$ cat config.mk
export PLATFORM = sky130hd
export DESIGN_NAME = utf8_xml_char_filter
export DESIGN_NICKNAME = d
export VERILOG_FILES = /design/src/hdl/uxcf_pkg.sv /design/src/hdl/uxcf_front.sv /design/src/hdl/uxcf_queue.sv /design/src/hdl/uxcf_back.sv /design/src/hdl/utf8_xml_char_filter.sv
export SDC_FILE = /design/constraint.sdc
export NUM_CORES = 1
export LEC_CHECK = 0
export BUFFER_PORTS_ARGS = -buffer_cell sky130_fd_sc_hd__buf_2
export CAP_MARGIN = 10
export CORE_MARGIN = 2
export CORE_UTILIZATION = 52
export CTS_BUF_LIST = sky130_fd_sc_hd__clkbuf_4
export DETAILED_ROUTE_END_ITERATION = 10
export PLACE_DENSITY = 0.68
export REMOVE_ABC_BUFFERS = 1
export SETUP_SLACK_MARGIN = 0.02
export SYNTH_ARGS = -nofsm -noshare
export SYNTH_HDL_FRONTEND = slang
export SYNTH_HIERARCHICAL = 1
export SYNTH_SLANG_ARGS = --single-unit
$ cat constraint.sdc
create_clock -name clk_i -period 5.86 [get_ports clk_i]
set_input_delay 0.879 -clock clk_i [delete_from_list [all_inputs] [get_ports clk_i]]
set_output_delay 0.879 -clock clk_i [all_outputs]
set_load 0.02 [all_outputs]
$ cat src/hdl/uxcf_pkg.sv
// ----------------------------------------------------------------------------
// uxcf_pkg
// shared types and constants for the utf-8 xml character filter
// ----------------------------------------------------------------------------
package uxcf_pkg;

  localparam int unsigned MaxGroupBytes = 4;

  // lead byte ranges
  localparam logic [7:0] Lead2Lo = 8'hC2;
  localparam logic [7:0] Lead2Hi = 8'hDF;
  localparam logic [7:0] Lead3Lo = 8'hE0;
  localparam logic [7:0] Lead3Hi = 8'hEF;
  localparam logic [7:0] Lead4Lo = 8'hF0;
  localparam logic [7:0] Lead4Hi = 8'hF4;

  // continuation byte range and the leads that narrow it
  localparam logic [7:0] ContLo      = 8'h80;
  localparam logic [7:0] ContHi      = 8'hBF;
  localparam logic [7:0] LeadE0      = 8'hE0;
  localparam logic [7:0] LeadEd      = 8'hED;
  localparam logic [7:0] LeadF0      = 8'hF0;
  localparam logic [7:0] LeadF4      = 8'hF4;
  localparam logic [7:0] ContLoE0    = 8'hA0;
  localparam logic [7:0] ContHiEd    = 8'h9F;
  localparam logic [7:0] ContLoF0    = 8'h90;
  localparam logic [7:0] ContHiF4    = 8'h8F;
  localparam logic [7:0] NonCharLead = 8'hEF;
  localparam logic [7:0] NonCharMid  = 8'hBF;
  localparam logic [7:0] NonCharLast = 8'hBE;

  // single byte xml characters
  localparam logic [7:0] AsciiLo = 8'h20;
  localparam logic [7:0] AsciiHi = 8'h7F;
  localparam logic [7:0] ChTab   = 8'h09;
  localparam logic [7:0] ChLf    = 8'h0A;
  localparam logic [7:0] ChCr    = 8'h0D;

  // one group of output bytes caused by one input byte
  typedef struct packed {
    logic [MaxGroupBytes-1:0][7:0] data;
    logic [2:0]                    count;   // 0 only for a bare end marker
    logic                          is_last; // carries the end of string
    logic                          clean;   // no byte of the string dropped
  } uxcf_group_t;

endpackage

$ cat src/hdl/uxcf_front.sv
// ----------------------------------------------------------------------------
// uxcf_front
// strict utf-8 decoder: holds partial sequences and forms output groups
// ----------------------------------------------------------------------------
module uxcf_front (
  input  logic               clk_i,
  input  logic               rst_ni,
  input  logic               accept_i,
  input  logic [7:0]         byte_in_i,
  input  logic               end_of_string_i,
  output logic               push_o,
  output uxcf_pkg::uxcf_group_t group_o
);
  import uxcf_pkg::*;

  logic [2:0][7:0] held_q, held_d;
  logic [1:0]      hc_q, hc_d;
  logic [2:0]      len_q, len_d;
  logic            drop_q, drop_d;
  logic [2:0]      n;
  logic            restart;
  logic            fit;
  logic [7:0]      lo, hi;
  logic            drop_fin;

  always_comb begin
    lo = ContLo;
    hi = ContHi;
    if (hc_q == 2'd1) begin
      case (held_q[0])
        LeadE0:  lo = ContLoE0;
        LeadEd:  hi = ContHiEd;
        LeadF0:  lo = ContLoF0;
        LeadF4:  hi = ContHiF4;
        default: ;
      endcase
    end
    fit = (byte_in_i >= lo) && (byte_in_i <= hi);
  end

  always_comb begin
    held_d  = held_q;
    hc_d    = hc_q;
    len_d   = len_q;
    drop_d  = drop_q;
    n       = 3'd0;
    restart = 1'b0;

    if (hc_q == 2'd0) begin
      restart = 1'b1;
    end else if (!fit) begin
      drop_d  = 1'b1;
      hc_d    = 2'd0;
      len_d   = 3'd0;
      restart = 1'b1;
    end else if (({1'b0, hc_q} + 3'd1) < len_q) begin
      held_d[hc_q] = byte_in_i;
      hc_d         = hc_q + 2'd1;
    end else if (len_q == 3'd3 && held_q[0] == NonCharLead &&
                 held_q[1] == NonCharMid && byte_in_i >= NonCharLast) begin
      // u+fffe and u+ffff
      drop_d = 1'b1;
      hc_d   = 2'd0;
      len_d  = 3'd0;
    end else begin
      n     = {1'b0, hc_q} + 3'd1;
      hc_d  = 2'd0;
      len_d = 3'd0;
    end

    if (restart) begin
      if ((byte_in_i >= AsciiLo && byte_in_i <= AsciiHi) || byte_in_i == ChTab ||
          byte_in_i == ChLf || byte_in_i == ChCr) begin
        n = 3'd1;
      end else if (byte_in_i >= Lead2Lo && byte_in_i <= Lead2Hi) begin
        held_d[0] = byte_in_i;
        hc_d      = 2'd1;
        len_d     = 3'd2;
      end else if (byte_in_i >= Lead3Lo && byte_in_i <= Lead3Hi) begin
        held_d[0] = byte_in_i;
        hc_d      = 2'd1;
        len_d     = 3'd3;
      end else if (byte_in_i >= Lead4Lo && byte_in_i <= Lead4Hi) begin
        held_d[0] = byte_in_i;
        hc_d      = 2'd1;
        len_d     = 3'd4;
      end else begin
        drop_d = 1'b1;
      end
    end

    // unfinished sequence at end of string is dropped
    drop_fin = drop_d || (hc_d != 2'd0);

    for (int i = 0; i < 3; i++) begin
      group_o.data[i] = (3'(i + 1) < n) ? held_q[i] : byte_in_i;
    end
    group_o.data[3] = byte_in_i;
    group_o.count   = n;
    group_o.is_last = end_of_string_i;
    group_o.clean   = end_of_string_i && !drop_fin;

    push_o = accept_i && ((n != 3'd0) || end_of_string_i);

    if (end_of_string_i) begin
      held_d = '0;
      hc_d   = 2'd0;
      len_d  = 3'd0;
      drop_d = 1'b0;
    end
  end

  always_ff @(posedge clk_i or negedge rst_ni) begin
    if (!rst_ni) begin
      hc_q   <= 2'd0;
      len_q  <= 3'd0;
      drop_q <= 1'b0;
    end else if (accept_i) begin
      hc_q   <= hc_d;
      len_q  <= len_d;
      drop_q <= drop_d;
    end
  end

  always_ff @(posedge clk_i) begin
    if (accept_i) begin
      held_q <= held_d;
    end
  end

endmodule

$ cat src/hdl/uxcf_queue.sv
// ----------------------------------------------------------------------------
// uxcf_queue
// small fifo of output groups between decoder and serializer
// ----------------------------------------------------------------------------
module uxcf_queue #(
  parameter int unsigned Depth = 4
) (
  input  logic                  clk_i,
  input  logic                  rst_ni,
  input  logic                  push_i,
  input  uxcf_pkg::uxcf_group_t push_data_i,
  output logic                  full_o,
  input  logic                  pop_i,
  output logic                  head_valid_o,
  output uxcf_pkg::uxcf_group_t head_o
);
  import uxcf_pkg::*;

  localparam int unsigned PtrW = (Depth > 1) ? $clog2(Depth) : 1;
  localparam int unsigned CntW = $clog2(Depth + 1);

  uxcf_group_t         mem_q [Depth];
  logic [PtrW-1:0]     wr_q, rd_q;
  logic [CntW-1:0]     cnt_q;
  logic                do_push, do_pop;

  assign full_o       = (cnt_q == CntW'(Depth));
  assign head_valid_o = (cnt_q != '0);
  assign head_o       = mem_q[rd_q];
  assign do_push      = push_i && !full_o;
  assign do_pop       = pop_i && head_valid_o;

  always_ff @(posedge clk_i or negedge rst_ni) begin
    if (!rst_ni) begin
      wr_q  <= '0;
      rd_q  <= '0;
      cnt_q <= '0;
    end else begin
      if (do_push) begin
        wr_q <= (wr_q == PtrW'(Depth - 1)) ? '0 : wr_q + 1'b1;
      end
      if (do_pop) begin
        rd_q <= (rd_q == PtrW'(Depth - 1)) ? '0 : rd_q + 1'b1;
      end
      if (do_push && !do_pop) begin
        cnt_q <= cnt_q + 1'b1;
      end else if (do_pop && !do_push) begin
        cnt_q <= cnt_q - 1'b1;
      end
    end
  end

  always_ff @(posedge clk_i) begin
    if (do_push) begin
      mem_q[wr_q] <= push_data_i;
    end
  end

endmodule

$ cat src/hdl/uxcf_back.sv
// ----------------------------------------------------------------------------
// uxcf_back
// serializer: sends the bytes of each group one per transfer
// ----------------------------------------------------------------------------
module uxcf_back (
  input  logic                  clk_i,
  input  logic                  rst_ni,
  input  logic                  head_valid_i,
  input  uxcf_pkg::uxcf_group_t head_i,
  output logic                  pop_o,
  output logic                  out_valid_o,
  input  logic                  out_stall_i,
  output logic [7:0]            byte_out_o,
  output logic                  byte_present_o,
  output logic                  final_result_o,
  output logic                  string_was_clean_o
);
  import uxcf_pkg::*;

  logic [1:0] idx_q;
  logic [1:0] last_idx;
  logic       load, at_last, present;
  logic       valid_q;

  assign last_idx = (head_i.count == 3'd0) ? 2'd0 : 2'(head_i.count - 3'd1);
  assign at_last  = (idx_q == last_idx);
  assign load     = head_valid_i && (!valid_q || !out_stall_i);
  assign pop_o    = load && at_last;
  assign present  = (head_i.count != 3'd0);

  always_ff @(posedge clk_i or negedge rst_ni) begin
    if (!rst_ni) begin
      valid_q <= 1'b0;
      idx_q   <= 2'd0;
    end else begin
      if (load) begin
        valid_q <= 1'b1;
        idx_q   <= at_last ? 2'd0 : idx_q + 2'd1;
      end else if (!out_stall_i) begin
        valid_q <= 1'b0;
      end
    end
  end

  always_ff @(posedge clk_i) begin
    if (load) begin
      byte_out_o         <= present ? head_i.data[idx_q] : 8'd0;
      byte_present_o     <= present;
      final_result_o     <= head_i.is_last && at_last;
      string_was_clean_o <= head_i.clean && at_last;
    end
  end

  assign out_valid_o = valid_q;

endmodule

$ cat src/hdl/utf8_xml_char_filter.sv
// ----------------------------------------------------------------------------
// utf8_xml_char_filter
// strict utf-8 decoder that passes only legal xml characters
// ----------------------------------------------------------------------------
// Accepts one byte per cycle with an end-of-string mark and returns the bytes
// of every complete, strictly valid utf-8 sequence whose code point is a legal
// xml character; every other byte is dropped. A byte that breaks a held
// sequence drops the held bytes and is then decoded afresh. The last transfer
// of a string has final_result_o set and reports in string_was_clean_o whether
// nothing was dropped; a string whose end produces no byte gives one bare end
// marker (byte_present_o low). Input is taken every cycle while the group
// queue has room (QueueDepth groups); the output side sends one byte per
// transfer, so a group occupies the output register for one transfer per byte,
// and that serializer sets the sustained rate when many multi-byte characters
// complete together. A byte passes the group queue, then the output register.
// ----------------------------------------------------------------------------
module utf8_xml_char_filter #(
  parameter int unsigned QueueDepth = 4
) (
  input  logic       clk_i,
  input  logic       rst_ni,
  // input channel
  input  logic       in_valid_i,
  output logic       in_stall_o,
  input  logic [7:0] byte_in_i,
  input  logic       end_of_string_i,
  // output channel
  output logic       out_valid_o,
  input  logic       out_stall_i,
  output logic [7:0] byte_out_o,
  output logic       byte_present_o,
  output logic       final_result_o,
  output logic       string_was_clean_o
);
  import uxcf_pkg::*;

  uxcf_group_t grp, head;
  logic        accept, push, full, pop, head_valid;

  // stall input while the queue cannot take a group
  assign in_stall_o = full;
  assign accept     = in_valid_i && !full;

  // decoder: every accepted byte updates the held sequence
  uxcf_front u_front (
    .clk_i           (clk_i),
    .rst_ni          (rst_ni),
    .accept_i        (accept),
    .byte_in_i       (byte_in_i),
    .end_of_string_i (end_of_string_i),
    .push_o          (push),
    .group_o         (grp)
  );

  // groups wait here while the serializer drains earlier ones
  uxcf_queue #(
    .Depth (QueueDepth)
  ) u_queue (
    .clk_i        (clk_i),
    .rst_ni       (rst_ni),
    .push_i       (push),
    .push_data_i  (grp),
    .full_o       (full),
    .pop_i        (pop),
    .head_valid_o (head_valid),
    .head_o       (head)
  );

  // serializer with output register
  uxcf_back u_back (
    .clk_i              (clk_i),
    .rst_ni             (rst_ni),
    .head_valid_i       (head_valid),
    .head_i             (head),
    .pop_o              (pop),
    .out_valid_o        (out_valid_o),
    .out_stall_i        (out_stall_i),
    .byte_out_o         (byte_out_o),
    .byte_present_o     (byte_present_o),
    .final_result_o     (final_result_o),
    .string_was_clean_o (string_was_clean_o)
  );

endmodule

==> results.cfg, run 1 <==
[run_status]
outcome = complete, no violations

[cts]
cts_htree_levels = 4
postCtsResizedCells = 0
holdBufCountCts = 0
cts_buffers = 17
path_clk_slew_ps = 160
cts_tree = yes
ctsLongestPathBuffers = 2
clk_latency_ps = 580
post_cts_buffers = 0
root_buffer = clkbuf_4
clock-sinks = 199

[cells_and_area]
regArea_mm2 = 0.00590
final_nets = 572
multiInputGateArea_mm2 = 0.00286
layout-drive-gt1-share = 0.274
synthToLayoutAreaGrowth_pct = 5.37
fill_cells = 1369

[timing]
hold_slack_ps = 188
finalClockSkew_ps = 22.8
worstMarginPinSlew_ps = 1090
period_minus_slack_ps = 5170
relSlewSlack = 0.270
tns_ps = 0
fin_crit_sh = 0.883
slew_viol_final = 0
setup_viol = 0
hold_viol_final = 0
rsz0062_at_grt = no
fmax_mhz = 193

[setup_path]
worstPathRequired_ps = 6150
cp-end-kind = flop
cp-start-kind = flop
critPathMaxFanout = 24
worst_ep_arrival_time_ps = 5460
path_class = reg2reg

[routing]
post_drt_wl_per_cell_um = 22.1
drcViolationCount = 0
ant_nets = 0
via_per_inst = 6.00
dr.pass1.iters = 5
drt_iter0_drc = 334
vias = 4689
wl_um = 17300

[synth]
ys.flop_type = edfxtp_1
synth_top_family_by_area = multiplexers
synthMuxAreaShare = 0.171
syn_inst = 527
synth_compound_area_frac = 0.0443
synthesis.area_mm2 = 0.00909
synth.distinct_cells = 70
synth_edf_count = 183
async_reset_ff_frac = 0.0804
synthSimpleGateAreaFrac = 0.0711
synth_xor_area_frac = 0.00289
yosys-top-cells-area = edfxtp_1, mux4_2, dfrtp_1, ha_1, mux2i_1
avgSynthCellArea_um2 = 17.2
synthAdderAreaFrac = 0.0242
yosys.area.top_type = edfxtp_1
synthTopCellsByCount = edfxtp_1, mux4_2, nor2_1
yosys.area.top_type_share = 0.605
synth.ff_latch_count = 199
yosysMostFrequentCell = edfxtp_1
seq_area_frac_synth = 0.649
ys_warn_count = 6

[power_and_ir_drop]
ir_worst_vdd_mv = 0.224
finalPower_uw = 3880
p_per_area_mw_per_mm2 = 405
leakage_uw = 0.00326

[job]
maxCapViolCount = 0

[worst_hold_path]
min_path_type = in2async

[global_route]
antenna_found_initial = 1
grt_pass1_wl_um = 26900
grt_max_degree = 40
grt_usage = 0.200
grt-ovfl-total = 0
grt_pass1_vias = 4662

[floorplan]
pin_count = 26
die_w_um = 136
die_h_um = 136
placement_rows = 48
die_area_mm2 = 0.0185
coreArea_mm2 = 0.0172
start_util = 0.529

[place]
port-buffer-count = 25
gp_congestion = 0.876
dp_hpwl_um = 11300
## cell families (layout without fill, tap and decap cells)
kind of cell / after synthesis / after routing
flops: 199 / 199
fa+ha+maj: 17 / 17
compound gates: 54 / 54
xor+xnor: 3 / 3
buf+inv: 58 / 86
other cells: 0 / 1
mux: 89 / 89
simple gates: 107 / 107
## layout by cell type (no fill, tap or decap), types with 6 or more instances in the layout
master and count:
nor2b_1 10, dfrtp_1 15, mux2_4 13, edfxtp_1 183
nor2_1 32, o21ai_0 9, buf_2 25, clkbuf_4 17
mux4_1 6, a21oi_1 8, nand2_1 15, mux2i_1 20
inv_1 21, mux2_2 11, buf_4 6, ha_1 16
mux4_2 39
## power breakdown
part | leakage (uW) | internal [uW] | switching [uW] | total (uW)
Combinational | 0.00124 | 597 | 619 | 1220
Clock | 0.000134 | 178 | 463 | 641
Sequential | 0.00188 | 1860 | 160 | 2020
## sequential cells by signal, summed over array words and instances (netlist names), 2 cells and up
register,cells
u_back/idx_q,2
u_front/hc_q,2
u_front/held_q,24
u_queue/rd_q,2
u_front/len_q,3
u_queue/mem_q,148
u_back/byte_out_o,8
u_queue/wr_q,2
u_queue/cnt_q,3
## through the flow
step | cell area (um2) | instances | utilization | setup slack (ps)
2_1_floorplan | 8820 | 490 | - | 1110
3_3_place_gp | 9320 | 748 | 0.543 | 894
3_5_place_dp | 9320 | 748 | 0.543 | 725
4_1_cts | 9570 | 780 | 0.557 | 694
5_1_grt | 9570 | 781 | 0.557 | 249
6_report | 9570 | 781 | 0.557 | 687
## final timing paths
path / slack, ps / endpoint / from / depth (start not counted)
max reg2reg: 690 / u_queue/mem_q[0][16] / u_front/hc_q[1] / 15
max in group asynchronous: 5380 / u_queue/rd_q[0] / rst_ni / 1
min: 190 / u_queue/rd_q[1] / rst_ni / 1
max: 690 / u_queue/mem_q[0][16] / u_front/hc_q[1] / 15
min in group clk_i: 510 / u_queue/cnt_q[2] / u_queue/cnt_q[2] / 1
min reg2reg: 510 / u_queue/cnt_q[2] / u_queue/cnt_q[2] / 1
## final cells by class
type                       count  share of cell area
clock inverter                15              0.0127
clock buffer                  17              0.0133
timing repair buffer          33              0.0220
sequential                   199               0.616
antenna                        1            0.000261
inverter                      21             0.00823
multi-input combinational    270               0.298
tap                          225              0.0294
## metal layers
layer | track usage | part of all wire
met5 | 0 | 0
met4 | 0.0718 | 0.020
met3 | 0.0503 | 0.062
met2 | 0.311 | 0.48
met1 | 0.278 | 0.43
## worst max-delay path, cell delays in order (launching register included)
cell	delay (ps)
dfrtp_1	450
inv_1	110
ha_1	510
nand2b_1	130
or4_1	480
or3_1	340
ha_1	310
and3b_1	180
a221oi_2	80
nor4_2	310
and3b_1	320
o21ai_0	110
a31oi_1	160
nor2b_1	400
and2_2	690
buf_4	290
Power figures use the tool's default switching activity.
==> run 2, diff against run 1 <==
--- a/config.mk
+++ b/config.mk
@@ -16,5 +16,4 @@
 export SETUP_SLACK_MARGIN = 0.02
 export SYNTH_ARGS = -nofsm -noshare
 export SYNTH_HDL_FRONTEND = slang
-export SYNTH_HIERARCHICAL = 1
 export SYNTH_SLANG_ARGS = --single-unit
==> run 2 against run 1 <==
Net effect:
- sequential power barely moved
- core utilization rose by 1.4 points
- clock skew fell by 7.6 ps
- clock-buffer cell count rose by 2
- via count fell by 0.90%
- die area fell by 2.0%
- highest routed layer unchanged
==> results.cfg, run 2 <==
[run_status]
outcome = complete, no violations

[global_route]
grt_max_degree = 25
grt-ovfl-total = 0
antenna_found_initial = 1
grt_pass1_vias = 4812
grt_pass1_wl_um = 27500
grt_usage = 0.208

[worst_hold_path]
min_path_type = in2async

[setup_path]
worstPathRequired_ps = 6370
cp-end-kind = flop
reg2reg_depth = 16
cp-start-kind = flop
slowest_delay_ps = 540
reg2reg_from = u_front.hc_q[0]
path_class = reg2reg
path_cells = ha_1, or3b_2, or3_1, or3_1, ha_1, and3b_1, a221o_1, nor4b_4, nand4b_1, a21oi_2, ha_1, inv_1, fa_1, xor2_1, nor2_1, xor2_1
reg2reg_slack_ps = 1000
worst_ep_arrival_time_ps = 5370
cpMostUsedCell = ha_1
worst_path_max_delay_cell = ha_1
critPathMaxFanout = 9
r2r_end = u_queue.cnt_q[2]
cp_top_family = simple AND/OR/NAND/NOR gates
cp.buffers_inverters = 1

[timing]
finalClockSkew_ps = 15.2
rsz0062_at_grt = no
tns_ps = 0
worstMarginPinSlew_ps = 932
setup_viol = 0
hold_viol_final = 0
slew_viol_final = 0
fin_ws_ps = 999
relSlewSlack = 0.378
fmax_mhz = 206
fin_crit_sh = 0.829
period_minus_slack_ps = 4860

[floorplan]
die_h_um = 135
placement_rows = 47
die_area_mm2 = 0.0182
coreArea_mm2 = 0.0166
die_w_um = 135
start_util = 0.534
pin_count = 26

[synth]
yosys.area.top_type = edfxtp_1
ys_warn_count = 0
syn_inst = 519
synthTopCellsByCount = edfxtp_1, mux4_2, nor2_1
yosys-top-cells-area = edfxtp_1, mux4_2, dfrtp_1, mux2_4, mux2i_1
synthesis.area_mm2 = 0.00889
ys.flop_type = edfxtp_1
synth_edf_count = 183
yosys.area.top_type_share = 0.618
yosysMostFrequentCell = edfxtp_1
seq_area_frac_synth = 0.663
synth.distinct_cells = 65
synth.ff_latch_count = 199
avgSynthCellArea_um2 = 17.1
async_reset_ff_frac = 0.0804

[routing]
via_per_inst = 5.97
drcViolationCount = 0
dr.pass1.iters = 5
drt_iter0_drc = 320
post_drt_wl_per_cell_um = 22.5
vias = 4647
wl_um = 17500
ant_nets = 0

[cells_and_area]
top_regs = u_queue.mem_q x148, u_front.held_q x24, u_back.byte_out_o x8
layout_commonest_cell = edfxtp_1
layout-drive-gt1-share = 0.276
fill_cells = 1290
final_cell_mix = edfxtp_1, mux4_2, nor2_1
final_nets = 576
top_register = u_queue.mem_q
largest_reg_flops = 148
synthToLayoutAreaGrowth_pct = 6.88

[cts]
postCtsResizedCells = 0
post_cts_buffers = 0
path_clk_slew_ps = 140
root_buffer = clkbuf_4
cts_tree = yes
holdBufCountCts = 0
clk_latency_ps = 570
clock-sinks = 199
ctsLongestPathBuffers = 2
cts_buffers = 17
cts_htree_levels = 4

[place]
gp_congestion = 0.867
port-buffer-count = 25
place_ws_ps = 1020
dp_hpwl_um = 11500

[job]
maxCapViolCount = 0

[power_and_ir_drop]
combPwrFrac = 0.311
p_int_uw = 2740
power.switching_uw = 1220
leakage_uw = 0.00325
power.share.clock = 0.170
p_per_area_mw_per_mm2 = 416
ir_worst_vdd_mv = 0.221
seq_power_share = 0.519
switching_share = 0.308
[run 2: worst register-to-register path: stages (launching register included)]
cell and delay [ps]:
dfrtp_1 500, ha_1 540, or3b_2 510, or3_1 370, or3_1 330, ha_1 300, and3b_1 160, a221o_1 170
nor4b_4 300, nand4b_1 160, a21oi_2 290, ha_1 240, inv_1 70, fa_1 420, xor2_1 170, nor2_1 130
xor2_1 150
[run 2: cells by family (layout without fill, tap and decap cells)]
kind of cell | Yosys count | after routing | share of synthesized area
buffers and inverters | 47 | 85 | 0.0262
xor gates and xnor gates | 3 | 3 | 0.00295
muxes | 90 | 90 | 0.174
DFF | 199 | 199 | 0.663
and+or+nand+nor | 113 | 113 | 0.0679
adders and majority gates | 17 | 17 | 0.0248
other | 0 | 1 | 0
AOI/OAI and AO/OA | 50 | 50 | 0.0415
[run 2: final cells by class]
class                      instances  area [um2]  share of cell area
multi-input combinational        273        2780               0.292
clock buffer                      19         143              0.0150
clock inverter                    11         109              0.0115
timing repair buffer              35         225              0.0237
sequential                       199        5900               0.620
tap                              220         275              0.0290
inverter                          20        75.1             0.00790
antenna                            1        2.50            0.000263
[run 2: worst max path at each step]
stage	slack, ps	cells past startpoint	end	startpoint
floorplan	1270	11	u_queue.mem_q[3][0]	u_front.hc_q[0]
global placement	1110	16	u_queue.cnt_q[2]	u_front.hc_q[0]
detailed placement	1020	12	u_queue.mem_q[3][35]	u_front.hc_q[0]
CTS	990	16	u_queue.cnt_q[2]	u_front.hc_q[0]
global route	750	16	u_queue.cnt_q[2]	u_front.hc_q[0]
finish	1000	16	u_queue.cnt_q[2]	u_front.hc_q[0]
[run 2: layer usage]
layer  wire [um]  track usage  part of all wire
met4         237       0.0655             0.014
met3         878       0.0409             0.050
met2        8610        0.340              0.49
met1        7760        0.287              0.44
met5           0            0                 0
[run 2: stage by stage]
| stage | instances | util | cell area [um2] | hold slack (ps) | power [uW] |
|---|---|---|---|---|---|
| floorplan | 492 | - | 8740 | 456 | 2950 |
| global placement | 747 | 0.556 | 9250 | 486 | 3320 |
| detailed placement | 747 | 0.556 | 9250 | 484 | 3340 |
| CTS | 777 | 0.571 | 9500 | 157 | 4000 |
| global route | 778 | 0.571 | 9510 | 156 | 4170 |
| finish | 778 | 0.571 | 9510 | 194 | 3960 |
[run 2: power groups by stage]
stage                     clock network [uW]  registers, uW  logic, uW
after floorplan                            0           2130        825
after global placement                     0           2080       1240
after detailed placement                   0           2090       1250
after CTS                                688           2060       1260
after global routing                     739           2090       1340
final                                    672           2050       1230
